### config.mk
export PLATFORM = sky130hd
export DESIGN_NAME = rusi_queue
export DESIGN_NICKNAME = d
export VERILOG_FILES = /design/src/rusi_pkg.sv /design/src/rusi_queue.sv
export SDC_FILE = /design/constraint.sdc
export NUM_CORES = 1
export LEC_CHECK = 0
export BUFFER_PORTS_ARGS = -buffer_cell sky130_fd_sc_hd__buf_2
export CORE_AREA = 2 2 39 41
export CTS_BUF_LIST = sky130_fd_sc_hd__clkbuf_16
export DETAILED_ROUTE_END_ITERATION = 12
export DIE_AREA = 0 0 41 43
export PLACE_DENSITY = 0.5
export SYNTH_ARGS = -nofsm -noshare
export SYNTH_HDL_FRONTEND = slang
export SYNTH_SLANG_ARGS = --single-unit
export TNS_END_PERCENT = 20
### constraint.sdc
create_clock -name clk -period 1.8 [get_ports clk]
set_input_delay 0.18 -clock clk [delete_from_list [all_inputs] [get_ports clk]]
set_output_delay 0.18 -clock clk [all_outputs]
set_load 0.05 [all_outputs]
### src/rusi_pkg.sv
// Package for the ray against unit square intersection block.
// Holds payload structs, register indexes, pipeline sizes and arithmetic helpers.
// No dependencies.
package rusi_pkg;

  localparam int FRAC_BITS_DEF = 16;
  localparam int NUM_CFG       = 8;
  localparam int CFG_IDX_W     = 3;
  localparam int CFG_DATA_W    = 64;

  localparam logic [CFG_IDX_W-1:0] CFG_ROW0_A    = 3'd0;
  localparam logic [CFG_IDX_W-1:0] CFG_ROW0_B    = 3'd1;
  localparam logic [CFG_IDX_W-1:0] CFG_ROW1_A    = 3'd2;
  localparam logic [CFG_IDX_W-1:0] CFG_ROW1_B    = 3'd3;
  localparam logic [CFG_IDX_W-1:0] CFG_ROW2_A    = 3'd4;
  localparam logic [CFG_IDX_W-1:0] CFG_ROW2_B    = 3'd5;
  localparam logic [CFG_IDX_W-1:0] CFG_NORMAL_XY = 3'd6;
  localparam logic [CFG_IDX_W-1:0] CFG_NORMAL_Z  = 3'd7;

  localparam int QUEUE_DEPTH = 2;
  localparam int SQRT_STAGES = 32;
  localparam int DIV_STAGES  = 64;
  localparam int NUM_QUO     = 6;
  localparam int Q_X    = 0;
  localparam int Q_Y    = 1;
  localparam int Q_HX   = 2;
  localparam int Q_HY   = 3;
  localparam int Q_HZ   = 4;
  localparam int Q_DIST = 5;

  typedef struct packed {
    logic signed [31:0] origin_x;
    logic signed [31:0] origin_y;
    logic signed [31:0] origin_z;
    logic signed [31:0] dir_x;
    logic signed [31:0] dir_y;
    logic signed [31:0] dir_z;
  } ray_t;

  typedef struct packed {
    logic               hit;
    logic [30:0]        distance;
    logic signed [31:0] hit_x;
    logic signed [31:0] hit_y;
    logic signed [31:0] hit_z;
    logic signed [31:0] norm_x;
    logic signed [31:0] norm_y;
    logic signed [31:0] norm_z;
    logic [16:0]        tex_u;
    logic [16:0]        tex_v;
  } result_t;

  typedef logic [2:0][3:0][31:0] mat_t;

  typedef struct packed {
    logic signed [31:0] x;
    logic signed [31:0] y;
    logic signed [31:0] z;
  } normal_t;

  typedef struct packed {
    logic               miss;
    ray_t               ray;
    logic signed [31:0] po_x;
    logic signed [31:0] po_y;
    logic signed [31:0] po_z;
    logic signed [31:0] pd_x;
    logic signed [31:0] pd_y;
    logic signed [31:0] pd_z;
  } mid_t;

  typedef struct packed {
    logic                         miss;
    logic signed [31:0]           o_x;
    logic signed [31:0]           o_y;
    logic signed [31:0]           o_z;
    logic signed [31:0]           po_x;
    logic signed [31:0]           po_y;
    logic [NUM_QUO-2:0]           neg;
    logic [NUM_QUO-2:0][63:0]     num;
    logic [31:0]                  aoz;
    logic [31:0]                  adz;
  } side1_t;

  typedef struct packed {
    logic               miss;
    logic signed [31:0] o_x;
    logic signed [31:0] o_y;
    logic signed [31:0] o_z;
    logic signed [31:0] po_x;
    logic signed [31:0] po_y;
    logic [NUM_QUO-2:0] neg;
  } side2_t;

  function automatic logic signed [63:0] mul_s32(logic signed [31:0] a, logic signed [31:0] b);
    return 64'(a) * 64'(b);
  endfunction

  function automatic logic [63:0] mul_u32(logic [31:0] a, logic [31:0] b);
    return 64'(a) * 64'(b);
  endfunction

  function automatic logic [31:0] abs32(logic signed [31:0] a);
    return a[31] ? 32'(-a) : 32'(a);
  endfunction

  function automatic logic signed [31:0] sat32(logic signed [63:0] v);
    if (v > 64'sd2147483647) begin
      return 32'sh7fffffff;
    end
    if (v < -64'sd2147483648) begin
      return 32'sh80000000;
    end
    return v[31:0];
  endfunction

endpackage

### src/rusi_queue.sv
// Small first-in first-out queue used between pipeline sections.
// Depends on rusi_pkg for the default depth.
module rusi_queue import rusi_pkg::*; #(
  parameter int WIDTH = 1,
  parameter int DEPTH = QUEUE_DEPTH
) (
  input  logic             clk,
  input  logic             rst,
  input  logic             push,
  input  logic [WIDTH-1:0] wdata,
  output logic             full,
  input  logic             pop,
  output logic [WIDTH-1:0] rdata,
  output logic             empty
);

  localparam int PTR_W = $clog2(DEPTH);
  localparam int CNT_W = $clog2(DEPTH + 1);

  logic [WIDTH-1:0] mem [DEPTH];
  logic [PTR_W-1:0] wr_ptr;
  logic [PTR_W-1:0] rd_ptr;
  logic [CNT_W-1:0] count;
  logic             do_push;
  logic             do_pop;

  function automatic logic [PTR_W-1:0] wrap(logic [PTR_W-1:0] p);
    return (p == PTR_W'(DEPTH - 1)) ? '0 : p + PTR_W'(1);
  endfunction

  assign full    = (count == CNT_W'(DEPTH));
  assign empty   = (count == '0);
  assign do_push = push && !full;
  assign do_pop  = pop && !empty;
  assign rdata   = mem[rd_ptr];

  always_ff @(posedge clk) begin
    if (rst) begin
      wr_ptr <= '0;
      rd_ptr <= '0;
      count  <= '0;
    end else begin
      if (do_push) begin
        wr_ptr <= wrap(wr_ptr);
      end
      if (do_pop) begin
        rd_ptr <= wrap(rd_ptr);
      end
      if (do_push && !do_pop) begin
        count <= count + CNT_W'(1);
      end else if (do_pop && !do_push) begin
        count <= count - CNT_W'(1);
      end
    end
  end

  always_ff @(posedge clk) begin
    if (do_push) begin
      mem[wr_ptr] <= wdata;
    end
  end

endmodule

# Word-level counts from Yosys, hierarchy flattened
# Memory sizes are Yosys's and may differ from the RTL's. A register that Yosys moved wholly into a read port is not among the register bits.
# Cells that the tools add are included.
word_totals:
  reg_bits: 4
  mem_bits_rw: 2
  input_bits: 5
  output_inout_bits: 3
  memories: 1
memory_table:
  columns: ["memory", "words", "word_bits", "rd", "rd_ports_with_merged_regs", "wr", "line", "source"]
  rows:
  - ["mem", 2, 1, 1, 1, 1, "rusi_queue.sv:20", "logic [WIDTH-1:0] mem [DEPTH];"]
op_classes:
  add_sub_neg: 4
  eq_ne: 1
  muxes: 8
  reduce_logical: 10
ops:
  columns: ["operator", "count"]
  rows:
  - ["2-to-1 mux 1 bit", 6]
  - ["logical AND 1 bit", 4]
  - ["zero test 1 bit", 4]
  - ["2-to-1 mux 2 bit", 2]
  - ["adder 1 bit (second input constant)", 2]
  - ["adder 2 x 1 -> 2 bit (second input constant)", 1]
  - ["equality test 2 bit (second input constant)", 1]
  - ["zero test 2 bit", 1]
  - ["nonzero test 2 bit", 1]
  - ["subtractor 2 x 1 -> 2 bit (second input constant)", 1]

# Longest topological paths before layout
depth:
  depth_word: 7
  ltp_mapped: 6
  depth_no_buf: 6

# Worst setup path after synthesis
# No wires, ideal clock.
synth_timing:
  path_kind: "register to register"
  startpoint: "register count[1]"
  endpoint: "register count[1]"
  setup_time_ns: 0.070
  arrival_time_ns: 1.750
  path_slack_ns: -0.019
  stages_incl_launch_ff: 6
  path_buffers: 0
  synth_period_minus_slack_ns: 1.819
  path_cell_list: "dfxtp_1 nor2b_2 nor2_1 ha_1 or3_1 a21oi_1"
synth_between:
  elab_chain_cells: 6
synth_lines:
  columns: ["element", "line", "source"]
  rows:
  - ["start, declared", "rusi_queue.sv:23", "logic [CNT_W-1:0] count;"]
  - ["start signal, assigned", "rusi_queue.sv:50", "count <= count + CNT_W'(1);"]
  - ["start signal, assigned", "rusi_queue.sv:52", "count <= count - CNT_W'(1);"]
  - ["equality test 2 bit (*)", "rusi_queue.sv:31", "assign full = (count == CNT_W'(DEPTH));"]
  - ["net full", "rusi_queue.sv:11", "output logic full,"]
  - ["zero test 1 bit (*)", "rusi_queue.sv:33", "assign do_push = push && !full;"]
  - ["logical AND 1 bit (*)", "rusi_queue.sv:33", null]
  - ["zero test 1 bit", "rusi_queue.sv:51", "end else if (do_pop && !do_push) begin"]
  - ["logical AND 1 bit", "rusi_queue.sv:51", null]
  - ["nonzero test 2 bit (no source line)", null, null]
# The timed path passes the listed nets; every way through them passes the cells marked *. The select of a mux whose other input is x is not followed.
# A chain may end at the register's enable or synchronous reset.

# Worst setup path after layout
layout_timing:
  startpoint: "register count[0]"
  endpoint: "register count[1]"
layout_between:
  elab_chain_cells: 6
layout_lines:
  columns: ["element", "line"]
  rows:
  - ["equality test 2 bit / zero test 2 bit (equally long branches)", "rusi_queue.sv:31, rusi_queue.sv:32"]
  - ["zero test 1 bit (on tied branches)", "rusi_queue.sv:33, rusi_queue.sv:34"]
  - ["logical AND 1 bit (on tied branches)", "rusi_queue.sv:33, rusi_queue.sv:34"]
  - ["zero test 1 bit (on tied branches)", "rusi_queue.sv:51, rusi_queue.sv:49"]
  - ["logical AND 1 bit (on tied branches)", "rusi_queue.sv:51, rusi_queue.sv:49"]
  - ["nonzero test 2 bit (no source line) / 2-to-1 mux 2 bit (equally long branches)", null]
# Parallel ways exist; a longest one is shown, timed or not. The select of a mux whose other input is x is not followed.

==> results_tabular.tex <==
\begin{tabular}{lr}
\hline
Metric & Value \\
\hline
\multicolumn{2}{l}{\textbf{Status}} \\
\quad Result of the run & completed \\
\multicolumn{2}{l}{\textbf{Synthesis}} \\
\quad Seq cells post-synth & 7 \\
\quad Distinct cell type count after synthesis & 12 \\
\quad Async S/R FF share, synth & 0\% \\
\quad Post-Synthesis Cells & 28 \\
\quad Number of flops mapped to enable cells by yosys & 2 \\
\quad Seq/Total Area, Yosys & 55.41\% \\
\quad Area share of the largest cell type after synthesis & 34.63\% \\
\quad Primary FF master, synth & sky130\_fd\_sc\_hd\_\_dfxtp\_1 \\
\quad Syn Std Cell Area & 289.0 µm² \\
\quad Post-synth top area cell & sky130\_fd\_sc\_hd\_\_dfxtp\_1 \\
\quad Number of nets in the synthesized netlist & 34 \\
\quad Mean area per synthesized cell & 10.32 µm² \\
\quad Biggest area contributors in the synthesized netlist & sky130\_fd\_sc\_hd\_\_dfxtp\_1 (35\%), sky130\_fd\_sc\_hd\_\_edfxtp\_1 (21\%), sky130\_fd\_sc\_hd\_\_xor2\_1 (9.1\%) \\
\quad Synthesis Warnings & 0 \\
\quad List of most frequent post-synthesis cells & sky130\_fd\_sc\_hd\_\_dfxtp\_1 (5), sky130\_fd\_sc\_hd\_\_nor2\_1 (5), sky130\_fd\_sc\_hd\_\_o21ai\_0 (3), sky130\_fd\_sc\_hd\_\_xor2\_1 (3) \\
\multicolumn{2}{l}{\textbf{Power and ir drop}} \\
\quad Worst IR Drop VDD & 0.6725 mV \\
\quad Leak pwr & 0.0001951 µW \\
\quad Pwr dens & 2182 nW/µm² \\
\multicolumn{2}{l}{\textbf{Flow run}} \\
\quad \# Max-Cap Violations & 0 \\
\multicolumn{2}{l}{\textbf{Global routing}} \\
\quad Largest net degree at the start of global routing & 6 \\
\quad Total track usage & 7.452\% \\
\quad Via count of the first global-routing pass & 202 \\
\quad Global-route wire length before repair & 759 µm \\
\quad Final global-route overflow total & 0 \\
\quad Number of antenna violations at the first check in global routing & 0 \\
\multicolumn{2}{l}{\textbf{STA}} \\
\quad Final hold violation count & 0 \\
\quad Final setup skew & 1.570 ps \\
\quad Least-Margin Pin Slew & 281.2 ps \\
\quad Summed negative setup slack over all endpoints & 0 ps \\
\quad Final slew viol count & 0 \\
\quad Setup repair after global routing missed its margin & false \\
\quad Crit share post-route & 85.05\% \\
\quad Worst slew slack as a fraction of its limit & 81.06\% \\
\quad Final setup violation count & 0 \\
\quad Fmax & 653.2 MHz \\
\quad Clock period minus final worst setup slack & 1531 ps \\
\multicolumn{2}{l}{\textbf{Final layout}} \\
\quad Total area of sequential cells & 160.2 µm² \\
\quad Count of non-filler cells in the finished layout & 55 \\
\quad Proportion of layout cells with a drive suffix above 1 & 30.77\% \\
\quad Number of filler instances in the final layout & 149 \\
\quad Summed area of non-filler cells in the final layout & 427.9 µm² \\
\quad Multi-input logic area & 126.4 µm² \\
\quad P\&R area growth vs syn & 48.05\% \\
\quad Fin nets & 46 \\
\quad Antenna Cells & 0 \\
\multicolumn{2}{l}{\textbf{Routing}} \\
\quad First-pass DRT Iterations & 4 \\
\quad Number of DRC markers in iteration 0 & 5 \\
\quad Number of DRC violations after detailed routing & 0 \\
\quad Routed wire length per instance & 8.673 µm \\
\quad ANT nets after route & 0 \\
\quad Vias per Instance & 4.109 \\
\quad Vias post-DR & 226 \\
\quad Total wire length & 477 µm \\
\multicolumn{2}{l}{\textbf{Worst setup path}} \\
\quad Crit Path Max Fanout & 5 \\
\quad Cell with the largest stage delay on the worst path & sky130\_fd\_sc\_hd\_\_dfxtp\_1 \\
\quad Number of buffer and inverter stages on the critical path & 0 \\
\quad Crit end category & flop \\
\quad Highest cell delay on the worst timing path & 450 ps \\
\quad R2R Path End & count[1] \\
\quad Setup slack of the worst register-to-register path & 270 ps \\
\quad Critical Setup Path Class & flop to flop \\
\quad Reg2Reg Depth & 4 \\
\quad Arrival time of data at the critical path endpoint & 1700 ps \\
\quad Critical R2R Launch & count[0] \\
\quad Worst Path Required & 1960 ps \\
\quad Startpoint types & flop \\
\quad Crit-path leading delay family & flip-flops \\
\quad CP Cell Sequence & o21ai\_0 -> ha\_1 -> or3\_1 -> a21oi\_1 \\
\multicolumn{2}{l}{\textbf{Clock network}} \\
\quad Post-cts repair resize count & 0 \\
\quad Worst skew pair latency & 230 ps \\
\quad Root buf cell & sky130\_fd\_sc\_hd\_\_clkbuf\_16 \\
\quad Clk buf depth & 2 \\
\quad H-tree levels & 1 \\
\quad Cts-stage hold buffer count & 0 \\
\quad CTS tree & yes \\
\quad Number of buffers created by CTS & 3 \\
\quad Sinks on Clock Net & 7 \\
\quad Clock slew seen by the registers of the worst setup and hold paths & 40 ps \\
\quad Number of setup buffers added after CTS & 0 \\
\multicolumn{2}{l}{\textbf{Die}} \\
\quad I/O pins & 8 \\
\quad Die Footprint & 1763 µm² \\
\quad Site Rows & 14 \\
\quad Horiz. Die Dim & 41 µm \\
\quad Floorplan core area & 1384 µm² \\
\quad Starting Density & 20.89\% \\
\quad Die height & 43 µm \\
\multicolumn{2}{l}{\textbf{Hold path}} \\
\quad Hold worst-path end & mem[1] \\
\quad Startpoint of the worst hold path & wdata \\
\quad Min-Delay Path Depth & 1 \\
\quad Kind of path behind the tightest hold check & primary input to flop \\
\multicolumn{2}{l}{\textbf{Place}} \\
\quad Count of buffers from port buffering & 7 \\
\quad Area after detailed placement & 349.1 µm² \\
\quad \# placed instances & 51 \\
\quad Detailed Place HPWL & 346.4 µm \\
\quad Placer congestion estimate & 0.7077 \\
\hline
\end{tabular}
-- cell usage in the layout (no fill, tap or decap) --
master,count
sky130_fd_sc_hd__clkbuf_16,3
sky130_fd_sc_hd__nor2b_4,1
sky130_fd_sc_hd__a21oi_1,2
sky130_fd_sc_hd__xor2_1,3
sky130_fd_sc_hd__o21ai_0,3
sky130_fd_sc_hd__and2_1,1
sky130_fd_sc_hd__or3_1,2
sky130_fd_sc_hd__nor2_1,5
sky130_fd_sc_hd__mux2_2,1
sky130_fd_sc_hd__ha_1,1
sky130_fd_sc_hd__edfxtp_1,2
sky130_fd_sc_hd__inv_1,3
sky130_fd_sc_hd__dfxtp_1,5
sky130_fd_sc_hd__buf_2,7
-- worst max path at each step --
| stage | start | cells after the start | to | slack (ps) |
|---|---|---|---|---|
| detailed placement | count[0] | 4 | count[1] | 280 |
| CTS | count[0] | 4 | count[1] | 270 |
| global placement | count[0] | 4 | count[1] | 300 |
| floorplan | count[1] | 5 | count[1] | 170 |
| finish | count[0] | 4 | count[1] | 270 |
| global route | count[0] | 4 | count[1] | 140 |
-- where the power goes --
part / internal [µW] / switching [µW] / total (µW)
registers: 212 / 38.1 / 250
logic: 107 / 203 / 311
clock network: 289 / 83.9 / 373
-- cell type report --
type | instances | area share (%)
Clock buffer | 3 | 17.54
Clock inverter | 1 | 0.8772
Inverter | 2 | 1.754
Multi-Input combinational cell | 19 | 29.53
Sequential cell | 7 | 37.43
Tap cell | 16 | 4.678
Timing Repair Buffer | 7 | 8.187
-- cell families (layout without fill, tap and decap cells) --
| group | after synthesis | after routing | synth area share, % |
|---|---|---|---|
| and+or+nand+nor | 9 | 9 | 16.02 |
| DFF | 7 | 7 | 55.41 |
| xor gates and xnor gates | 3 | 3 | 9.093 |
| adders and majority gates | 1 | 1 | 4.328 |
| muxes | 1 | 1 | 3.896 |
| buffers and inverters | 2 | 13 | 2.598 |
| AOI/OAI and AO/OA | 5 | 5 | 8.657 |
-- worst register-to-register path, stage by stage, from the launching register on --
cell                      delay, ps
sky130_fd_sc_hd__dfxtp_1        450
sky130_fd_sc_hd__o21ai_0        170
sky130_fd_sc_hd__ha_1           360
sky130_fd_sc_hd__or3_1          350
sky130_fd_sc_hd__a21oi_1        130
-- routing by layer --
metal / global-route usage, % / vias to the layer above / routed length, µm
li1: - / 115 / -
met1: 7.468 / 101 / 223
met2: 8.438 / 7 / 208
met3: 3.141 / 3 / 22
met4: 12.00 / 0 / 23
met5: 0 / - / 0
-- through the flow --
step	total power, µW	worst slack [ps]	util, %	hold slack (ps)
2_1_floorplan	502.8	169.8	-	249.1
5_1_grt	978.5	139.8	30.92	145.5
3_5_place_dp	563.5	277.4	25.23	373.7
3_3_place_gp	562.6	295.9	25.23	370.7
6_report	933.6	269.1	30.92	139.5
4_1_cts	937.3	269.4	30.92	139.0
(Power assumes the default switching activity.)
